<file path="config.mk">
export PLATFORM = sky130hd
export DESIGN_NAME = rect_point_spi_framer
export DESIGN_NICKNAME = d
export VERILOG_FILES = /design/src/rpsf_pkg.sv /design/src/rpsf_front.sv /design/src/rpsf_queue.sv /design/src/rpsf_back.sv /design/src/rect_point_spi_framer.sv
export SDC_FILE = /design/constraint.sdc
export NUM_CORES = 1
export LEC_CHECK = 0
export BUFFER_PORTS_ARGS = -buffer_cell sky130_fd_sc_hd__buf_4
export CAP_MARGIN = 20
export CORE_MARGIN = 8
export CORE_UTILIZATION = 40
export DETAILED_ROUTE_END_ITERATION = 7
export PLACE_DENSITY = 0.65
export SETUP_SLACK_MARGIN = 0.3
export SLEW_MARGIN = 25
export SYNTH_ARGS = -nofsm -noshare
export SYNTH_HDL_FRONTEND = slang
export SYNTH_HIERARCHICAL = 1
export SYNTH_SLANG_ARGS = --single-unit
</file>
<file path="constraint.sdc">
create_clock -name i_clk -period 13.6 [get_ports i_clk]
set_input_delay 1.36 -clock i_clk [delete_from_list [all_inputs] [get_ports i_clk]]
set_output_delay 1.36 -clock i_clk [all_outputs]
set_load 0.02 [all_outputs]
</file>
<file path="src/rpsf_pkg.sv">
// Shared types and constants for the rectangle point SPI framer.
package rpsf_pkg;

    localparam int COORD_BITS  = 8;
    localparam int WORD_BITS   = 16;
    localparam int FRAME_LEN   = 13;
    localparam int IDX_W       = $clog2(FRAME_LEN);
    localparam int QUEUE_DEPTH = 2;
    localparam int QPTR_W      = (QUEUE_DEPTH > 1) ? $clog2(QUEUE_DEPTH) : 1;
    localparam int QCNT_W      = $clog2(QUEUE_DEPTH + 1);

    localparam logic [7:0] CMD_COL = 8'h2A;
    localparam logic [7:0] CMD_ROW = 8'h2B;
    localparam logic [7:0] CMD_MEM = 8'h2C;

    localparam logic KIND_LOAD = 1'b0;
    localparam logic KIND_STEP = 1'b1;

    localparam logic REG_FORE_COLOR  = 1'b0;
    localparam logic REG_ORIENTATION = 1'b1;

    localparam logic [IDX_W-1:0] POS_CMD_COL = IDX_W'(0);
    localparam logic [IDX_W-1:0] POS_XS_HI   = IDX_W'(1);
    localparam logic [IDX_W-1:0] POS_XS_LO   = IDX_W'(2);
    localparam logic [IDX_W-1:0] POS_XE_HI   = IDX_W'(3);
    localparam logic [IDX_W-1:0] POS_XE_LO   = IDX_W'(4);
    localparam logic [IDX_W-1:0] POS_CMD_ROW = IDX_W'(5);
    localparam logic [IDX_W-1:0] POS_YS_HI   = IDX_W'(6);
    localparam logic [IDX_W-1:0] POS_YS_LO   = IDX_W'(7);
    localparam logic [IDX_W-1:0] POS_YE_HI   = IDX_W'(8);
    localparam logic [IDX_W-1:0] POS_YE_LO   = IDX_W'(9);
    localparam logic [IDX_W-1:0] POS_CMD_MEM = IDX_W'(10);
    localparam logic [IDX_W-1:0] POS_COL_HI  = IDX_W'(11);
    localparam logic [IDX_W-1:0] POS_COL_LO  = IDX_W'(12);

    typedef struct packed {
        logic                  kind;
        logic [COORD_BITS-1:0] corner_ax;
        logic [COORD_BITS-1:0] corner_ay;
        logic [COORD_BITS-1:0] corner_bx;
        logic [COORD_BITS-1:0] corner_by;
        logic                  fill_mode;
    } t_in_item;

    typedef struct packed {
        logic [7:0] spi_byte;
        logic       is_data;
        logic       point_last;
        logic       rect_done;
    } t_out_item;

    typedef struct packed {
        logic [WORD_BITS-1:0] xw;
        logic [WORD_BITS-1:0] yw;
        logic                 last;
    } t_point;

endpackage

</file>
<file path="src/rpsf_front.sv">
// Front end: takes load and step transfers, walks the rectangle and queues window points.
module rpsf_front (
    input  logic             i_clk,
    input  logic             i_rst_n,
    input  logic             i_push,
    input  rpsf_pkg::t_in_item i_in,
    input  logic [1:0]       i_orientation,
    input  logic             i_q_full,
    output logic             o_full,
    output logic             o_q_push,
    output rpsf_pkg::t_point o_q_data
);
    import rpsf_pkg::*;

    logic [COORD_BITS-1:0] r_left_x, r_right_x, r_top_y, r_bottom_y, r_walk_x, r_walk_y;
    logic [COORD_BITS-1:0] n_left_x, n_right_x, n_top_y, n_bottom_y, n_walk_x, n_walk_y;
    logic r_fill, r_phase, r_pair, r_busy;
    logic n_fill, n_phase, n_pair, n_busy;
    logic accept, last;
    logic [COORD_BITS-1:0] px, py;

    assign accept = i_push && !i_q_full;
    assign o_full = i_q_full;

    always_comb begin
        n_left_x   = r_left_x;
        n_right_x  = r_right_x;
        n_top_y    = r_top_y;
        n_bottom_y = r_bottom_y;
        n_walk_x   = r_walk_x;
        n_walk_y   = r_walk_y;
        n_fill     = r_fill;
        n_phase    = r_phase;
        n_pair     = r_pair;
        n_busy     = r_busy;
        px         = r_walk_x;
        py         = r_walk_y;
        last       = 1'b0;
        o_q_push   = 1'b0;
        if (accept && i_in.kind == KIND_LOAD) begin
            n_left_x   = (i_in.corner_ax < i_in.corner_bx) ? i_in.corner_ax : i_in.corner_bx;
            n_right_x  = (i_in.corner_ax < i_in.corner_bx) ? i_in.corner_bx : i_in.corner_ax;
            n_top_y    = (i_in.corner_ay < i_in.corner_by) ? i_in.corner_ay : i_in.corner_by;
            n_bottom_y = (i_in.corner_ay < i_in.corner_by) ? i_in.corner_by : i_in.corner_ay;
            n_walk_x   = n_left_x;
            n_walk_y   = n_top_y;
            n_fill     = i_in.fill_mode;
            n_phase    = 1'b0;
            n_pair     = 1'b0;
            n_busy     = 1'b1;
        end else if (accept && r_busy) begin
            o_q_push = 1'b1;
            if (r_fill) begin
                if (r_walk_y < r_bottom_y) begin
                    n_walk_y = r_walk_y + 1'b1;
                end else begin
                    n_walk_y = r_top_y;
                    if (r_walk_x < r_right_x) begin
                        n_walk_x = r_walk_x + 1'b1;
                    end else begin
                        last = 1'b1;
                    end
                end
            end else if (!r_phase) begin
                if (!r_pair) begin
                    px     = r_left_x;
                    n_pair = 1'b1;
                end else begin
                    px     = r_right_x;
                    n_pair = 1'b0;
                    if (r_walk_y < r_bottom_y) begin
                        n_walk_y = r_walk_y + 1'b1;
                    end else begin
                        n_walk_y = r_top_y;
                        n_phase  = 1'b1;
                    end
                end
            end else begin
                if (!r_pair) begin
                    py     = r_top_y;
                    n_pair = 1'b1;
                end else begin
                    py     = r_bottom_y;
                    n_pair = 1'b0;
                    if (r_walk_x < r_right_x) begin
                        n_walk_x = r_walk_x + 1'b1;
                    end else begin
                        last = 1'b1;
                    end
                end
            end
            if (last) begin
                n_busy = 1'b0;
            end
        end
    end

    // Window words wrap at 16 bits.
    assign o_q_data.xw   = WORD_BITS'(px) + WORD_BITS'(2) - WORD_BITS'(i_orientation[1]);
    assign o_q_data.yw   = WORD_BITS'(py) + WORD_BITS'(1) + WORD_BITS'(i_orientation[1]);
    assign o_q_data.last = last;

    always_ff @(posedge i_clk) begin
        if (!i_rst_n) begin
            r_left_x   <= '0;
            r_right_x  <= '0;
            r_top_y    <= '0;
            r_bottom_y <= '0;
            r_walk_x   <= '0;
            r_walk_y   <= '0;
            r_fill     <= 1'b0;
            r_phase    <= 1'b0;
            r_pair     <= 1'b0;
            r_busy     <= 1'b0;
        end else begin
            r_left_x   <= n_left_x;
            r_right_x  <= n_right_x;
            r_top_y    <= n_top_y;
            r_bottom_y <= n_bottom_y;
            r_walk_x   <= n_walk_x;
            r_walk_y   <= n_walk_y;
            r_fill     <= n_fill;
            r_phase    <= n_phase;
            r_pair     <= n_pair;
            r_busy     <= n_busy;
        end
    end

endmodule

</file>
<file path="src/rpsf_queue.sv">
// Short point queue between the front and back ends.
module rpsf_queue (
    input  logic             i_clk,
    input  logic             i_rst_n,
    input  logic             i_push,
    input  rpsf_pkg::t_point i_data,
    input  logic             i_pop,
    output logic             o_full,
    output logic             o_empty,
    output rpsf_pkg::t_point o_data
);
    import rpsf_pkg::*;

    t_point              r_mem [QUEUE_DEPTH];
    logic [QPTR_W-1:0]   r_wr_ptr, r_rd_ptr;
    logic [QCNT_W-1:0]   r_count;
    logic                do_push, do_pop;

    assign o_full  = (r_count == QCNT_W'(QUEUE_DEPTH));
    assign o_empty = (r_count == '0);
    assign do_push = i_push && !o_full;
    assign do_pop  = i_pop && !o_empty;
    assign o_data  = r_mem[r_rd_ptr];

    always_ff @(posedge i_clk) begin
        if (!i_rst_n) begin
            r_wr_ptr <= '0;
            r_rd_ptr <= '0;
            r_count  <= '0;
        end else begin
            if (do_push) begin
                r_mem[r_wr_ptr] <= i_data;
                r_wr_ptr <= (r_wr_ptr == QPTR_W'(QUEUE_DEPTH - 1)) ? '0 : r_wr_ptr + 1'b1;
            end
            if (do_pop) begin
                r_rd_ptr <= (r_rd_ptr == QPTR_W'(QUEUE_DEPTH - 1)) ? '0 : r_rd_ptr + 1'b1;
            end
            if (do_push && !do_pop) begin
                r_count <= r_count + 1'b1;
            end else if (do_pop && !do_push) begin
                r_count <= r_count - 1'b1;
            end
        end
    end

endmodule

</file>
<file path="src/rpsf_back.sv">
// Back end: serialises each queued point into its 13-byte display frame.
module rpsf_back (
    input  logic              i_clk,
    input  logic              i_rst_n,
    input  logic              i_q_empty,
    input  rpsf_pkg::t_point  i_q_data,
    output logic              o_q_pop,
    input  logic [15:0]       i_fore_color,
    input  logic              i_pop,
    output logic              o_empty,
    output rpsf_pkg::t_out_item o_out
);
    import rpsf_pkg::*;

    t_point           r_cur;
    logic             r_cur_valid;
    logic [IDX_W-1:0] r_idx;
    t_out_item        r_out;
    logic             r_out_valid;
    logic             out_free, frame_end, take;
    t_out_item        n_out;

    assign out_free  = !r_out_valid || i_pop;
    assign frame_end = r_cur_valid && out_free && (r_idx == POS_COL_LO);
    assign take      = !i_q_empty && (!r_cur_valid || frame_end);
    assign o_q_pop   = take;
    assign o_empty   = !r_out_valid;
    assign o_out     = r_out;

    always_comb begin
        n_out.is_data    = 1'b1;
        n_out.point_last = (r_idx == POS_COL_LO);
        n_out.rect_done  = (r_idx == POS_COL_LO) && r_cur.last;
        case (r_idx) inside
            POS_CMD_COL: begin
                n_out.spi_byte = CMD_COL;
                n_out.is_data  = 1'b0;
            end
            POS_XS_HI, POS_XE_HI: n_out.spi_byte = r_cur.xw[15:8];
            POS_XS_LO, POS_XE_LO: n_out.spi_byte = r_cur.xw[7:0];
            POS_CMD_ROW: begin
                n_out.spi_byte = CMD_ROW;
                n_out.is_data  = 1'b0;
            end
            POS_YS_HI, POS_YE_HI: n_out.spi_byte = r_cur.yw[15:8];
            POS_YS_LO, POS_YE_LO: n_out.spi_byte = r_cur.yw[7:0];
            POS_CMD_MEM: begin
                n_out.spi_byte = CMD_MEM;
                n_out.is_data  = 1'b0;
            end
            POS_COL_HI: n_out.spi_byte = i_fore_color[15:8];
            default:    n_out.spi_byte = i_fore_color[7:0];
        endcase
    end

    always_ff @(posedge i_clk) begin
        if (!i_rst_n) begin
            r_cur_valid <= 1'b0;
            r_out_valid <= 1'b0;
            r_idx       <= '0;
        end else begin
            if (r_cur_valid && out_free) begin
                r_out       <= n_out;
                r_out_valid <= 1'b1;
                r_idx       <= frame_end ? '0 : r_idx + 1'b1;
            end else if (i_pop) begin
                r_out_valid <= 1'b0;
            end
            if (take) begin
                r_cur       <= i_q_data;
                r_cur_valid <= 1'b1;
            end else if (frame_end) begin
                r_cur_valid <= 1'b0;
            end
        end
    end

endmodule

</file>
<file path="src/rect_point_spi_framer.sv">
// Rectangle point framer top level: configuration registers, front end, queue, back end.
// Each step transfer on a loaded rectangle yields one 13-byte window/colour frame; the byte
// serialiser sends one byte per cycle while the output is drained by pop, and push is held off
// by full while the two-point queue is full. Load transfers and steps while idle take one cycle
// and produce nothing. The first byte of a point passes the queue, the back end's current
// point register and its output register. fore_color is register 0, orientation register 1.
module rect_point_spi_framer (
    input  logic                i_clk,
    input  logic                i_rst_n,
    input  logic                push,
    output logic                full,
    input  rpsf_pkg::t_in_item  i_in,
    output logic                empty,
    input  logic                pop,
    output rpsf_pkg::t_out_item o_out,
    input  logic                i_cfg_we,
    input  logic                i_cfg_idx,
    input  logic [15:0]         i_cfg_data
);
    import rpsf_pkg::*;

    logic [15:0] r_fore_color;
    logic [1:0]  r_orientation;
    logic        q_push, q_full, q_empty, q_pop;
    t_point      q_wdata, q_rdata;

    always_ff @(posedge i_clk) begin
        if (!i_rst_n) begin
            r_fore_color  <= '0;
            r_orientation <= '0;
        end else if (i_cfg_we) begin
            unique case (i_cfg_idx)
                REG_FORE_COLOR:  r_fore_color  <= i_cfg_data;
                REG_ORIENTATION: r_orientation <= i_cfg_data[1:0];
            endcase
        end
    end

    rpsf_front u_front (
        .i_clk         (i_clk),
        .i_rst_n       (i_rst_n),
        .i_push        (push),
        .i_in          (i_in),
        .i_orientation (r_orientation),
        .i_q_full      (q_full),
        .o_full        (full),
        .o_q_push      (q_push),
        .o_q_data      (q_wdata)
    );

    rpsf_queue u_queue (
        .i_clk   (i_clk),
        .i_rst_n (i_rst_n),
        .i_push  (q_push),
        .i_data  (q_wdata),
        .i_pop   (q_pop),
        .o_full  (q_full),
        .o_empty (q_empty),
        .o_data  (q_rdata)
    );

    rpsf_back u_back (
        .i_clk        (i_clk),
        .i_rst_n      (i_rst_n),
        .i_q_empty    (q_empty),
        .i_q_data     (q_rdata),
        .o_q_pop      (q_pop),
        .i_fore_color (r_fore_color),
        .i_pop        (pop),
        .o_empty      (empty),
        .o_out        (o_out)
    );

`ifndef SYNTHESIS
    a_empty_after_reset: assert property (@(posedge i_clk)
        !i_rst_n |=> empty)
        else $error("result pending straight after reset");

    a_done_on_last: assert property (@(posedge i_clk) disable iff (!i_rst_n)
        (!empty && o_out.rect_done) |-> o_out.point_last)
        else $error("rect_done without point_last");

    a_cmd_codes: assert property (@(posedge i_clk) disable iff (!i_rst_n)
        (!empty && !o_out.is_data) |-> (o_out.spi_byte == CMD_COL ||
            o_out.spi_byte == CMD_ROW || o_out.spi_byte == CMD_MEM))
        else $error("command byte is not a window or memory command");

    a_no_pop_when_empty_q: assert property (@(posedge i_clk) disable iff (!i_rst_n)
        q_pop |-> !q_empty)
        else $error("back end took a point from an empty queue");
`endif

endmodule
</file>
==> metrics.csv <==
metric,value,unit
wl_per_cell,14.7,um
fin_crit_sh,31.2,%
max_freq,236,MHz
wl,18800,um
syn-cell-area,0.00997,sq mm
worst_pin_slew,0.815,ns
num-nets-final,1045,
yosysWarningCount,6,
die_h,174,um
dp_slack,8.87,ns
path_clk_slew,0.07,ns
cts_hold_buffers,0,
drt.antenna.violating_nets,0,
required,13.73,ns
io_buffers,68,
cp-end-kind,flip-flop,
report.final.hold_viol_count,0,
gp_congestion,0.810,
htreeDepth,4,
slew_headroom,44.9,%
setup_viol,0,
tritoncts,yes,
fin_worst_skew,0.0128,ns
dieArea,0.0302,sq mm
clock_latency,0.43,ns
via_count,6441,
r2r-start,u_queue/r_count[1]$_SDFFE_PN0P_,
run_status,"finished, final reports clean",
period_minus_slack,4.24,ns
grt_antenna_before_repair,0,
place_inst,1247,
cts-root-buf,clkbuf_16,
hpwl,13200,um
cts_made_buffers,17,
switching_power,0.000348,W
pwr-share-comb,13.7,%
cts.sinks,190,
drc,0,
diodes,0,
grt-ovfl-total,0,
max-vdd-ir-drop,0.0842,mV
switching_share,26.2,%
syn_avg_cell_area,11.1,sq um
path_class,in2reg,
synth_cells,898,
internal_power,0.000980,W
drt-initial-drc-count,495,
initial_core_util,40.9,%
fin_cells,1279,
tns,0,ns
cts_resized,0,
holdCritPathClass,reg2reg,
firstDrtPassIters,5,
pin_count,69,
p_seq_share,49.6,%
setup_slack,9.36,ns
pwr-share-clk,36.6,%
vias_per_cell,5.04,
hp-start,r_fore_color[9]$_SDFFE_PN0P_,
drive_above_1_share,18.5,%
grt_pass1_vias,6404,
cts_setup_buffers,0,
maxCapViolCount,0,
crit_arrival,4.36,ns
grt_pass1_wl,31600,um
grt_usage,12.5,%
startpoint_type,input port,
syn_to_final_growth,12.2,%
grt_max_degree,72,
whs,0.459,ns
leakage,4.28,nW
register_area,0.00491,sq mm
die_w,174,um
multiInputGateArea,0.00453,sq mm
core,0.0244,sq mm
setup.worst_path.start,i_in[33],
rsz0062_at_grt,false,
crit_fanout,17,
p_per_area,119,mW/mm^2
drv_slew,0,
fill_cells,2259,
rows,57,
cts_buffer_depth,2,
-- routing by layer --
| metal | global-route usage (%) | up-vias | share of wire [%] |
|---|---|---|---|
| li1 | - | 3334 | - |
| met2 | 19.0 | 130 | 42 |
| met4 | 3.81 | 0 | 1.4 |
| met1 | 17.0 | 2960 | 52 |
| met3 | 3.57 | 17 | 4.8 |
| met5 | 0 | - | 0 |
-- metrics by stage --
step                      utilization, %  area, sq um  total power, W
final                               45.9        11200         0.00133
after global routing                45.9        11200         0.00139
after CTS                           45.8        11200         0.00134
after floorplan                        -         9990        0.000811
after detailed placement            43.4        10600        0.000853
after global placement              43.4        10600        0.000848
-- final cells by class --
| class | instances | area share [%] |
|---|---|---|
| Inverter | 54 | 1.81 |
| Sequential cell | 190 | 43.9 |
| Multi-Input combinational cell | 604 | 40.5 |
| Timing Repair Buffer | 75 | 5.03 |
| Clock buffer | 18 | 3.84 |
| Clock inverter | 14 | 1.36 |
| Tap cell | 324 | 3.62 |
-- final timing paths --
kind,end,slack [ns],cells past startpoint
min,r_fore_color[9]$_SDFFE_PN0P_,0.46,2
max reg2reg,u_queue/r_mem[1][29]$_DFFE_PP_,9.63,16
max,u_queue/r_mem[1][29]$_DFFE_PP_,9.36,15
min reg2reg,r_fore_color[9]$_SDFFE_PN0P_,0.46,2
-- power groups by stage --
stage | registers [W] | clock network, W | logic (W)
2_1_floorplan | 0.000665 | 0 | 0.000146
3_3_place_gp | 0.000671 | 0 | 0.000177
3_5_place_dp | 0.000672 | 0 | 0.000181
4_1_cts | 0.000659 | 0.000501 | 0.000183
5_1_grt | 0.000662 | 0.000519 | 0.000206
6_report | 0.000659 | 0.000487 | 0.000182
-- state kept, by name, summed over array words and instances, names as in the netlist, 2 cells and up, named ones only --
signal / cells
u_queue/r_count: 2
u_queue/r_mem: 66
r_fore_color: 16
u_front/r_right_x: 8
u_front/r_walk_y: 8
u_front/r_bottom_y: 8
u_back/r_idx: 4
u_back/o_out: 11
u_back/r_cur: 33
u_front/r_walk_x: 8
u_front/r_left_x: 8
u_front/r_top_y: 8
-- critical path: stages --
cell	delay [ns]
buf_4	0.13
nand4bb_4	0.14
or3b_1	0.60
a21oi_1	0.23
ha_1	0.16
inv_1	0.04
ha_1	0.18
inv_1	0.05
ha_1	0.17
nor2b_1	0.05
o21ai_0	0.16
nand2b_1	0.11
a21o_1	0.19
a21o_1	0.19
nor2_1	0.59
-- cells in the final DEF (no fill, tap or decap), drive strengths merged, types with 36 or more instances in the layout --
master	n
edfxtp	110
nand2	85
dfxtp	80
buf	75
mux2i	68
inv	61
o21ai	52
a21oi	48
ha	47
mux2	44
nor2	36
Power figures use the tool's default switching activity.
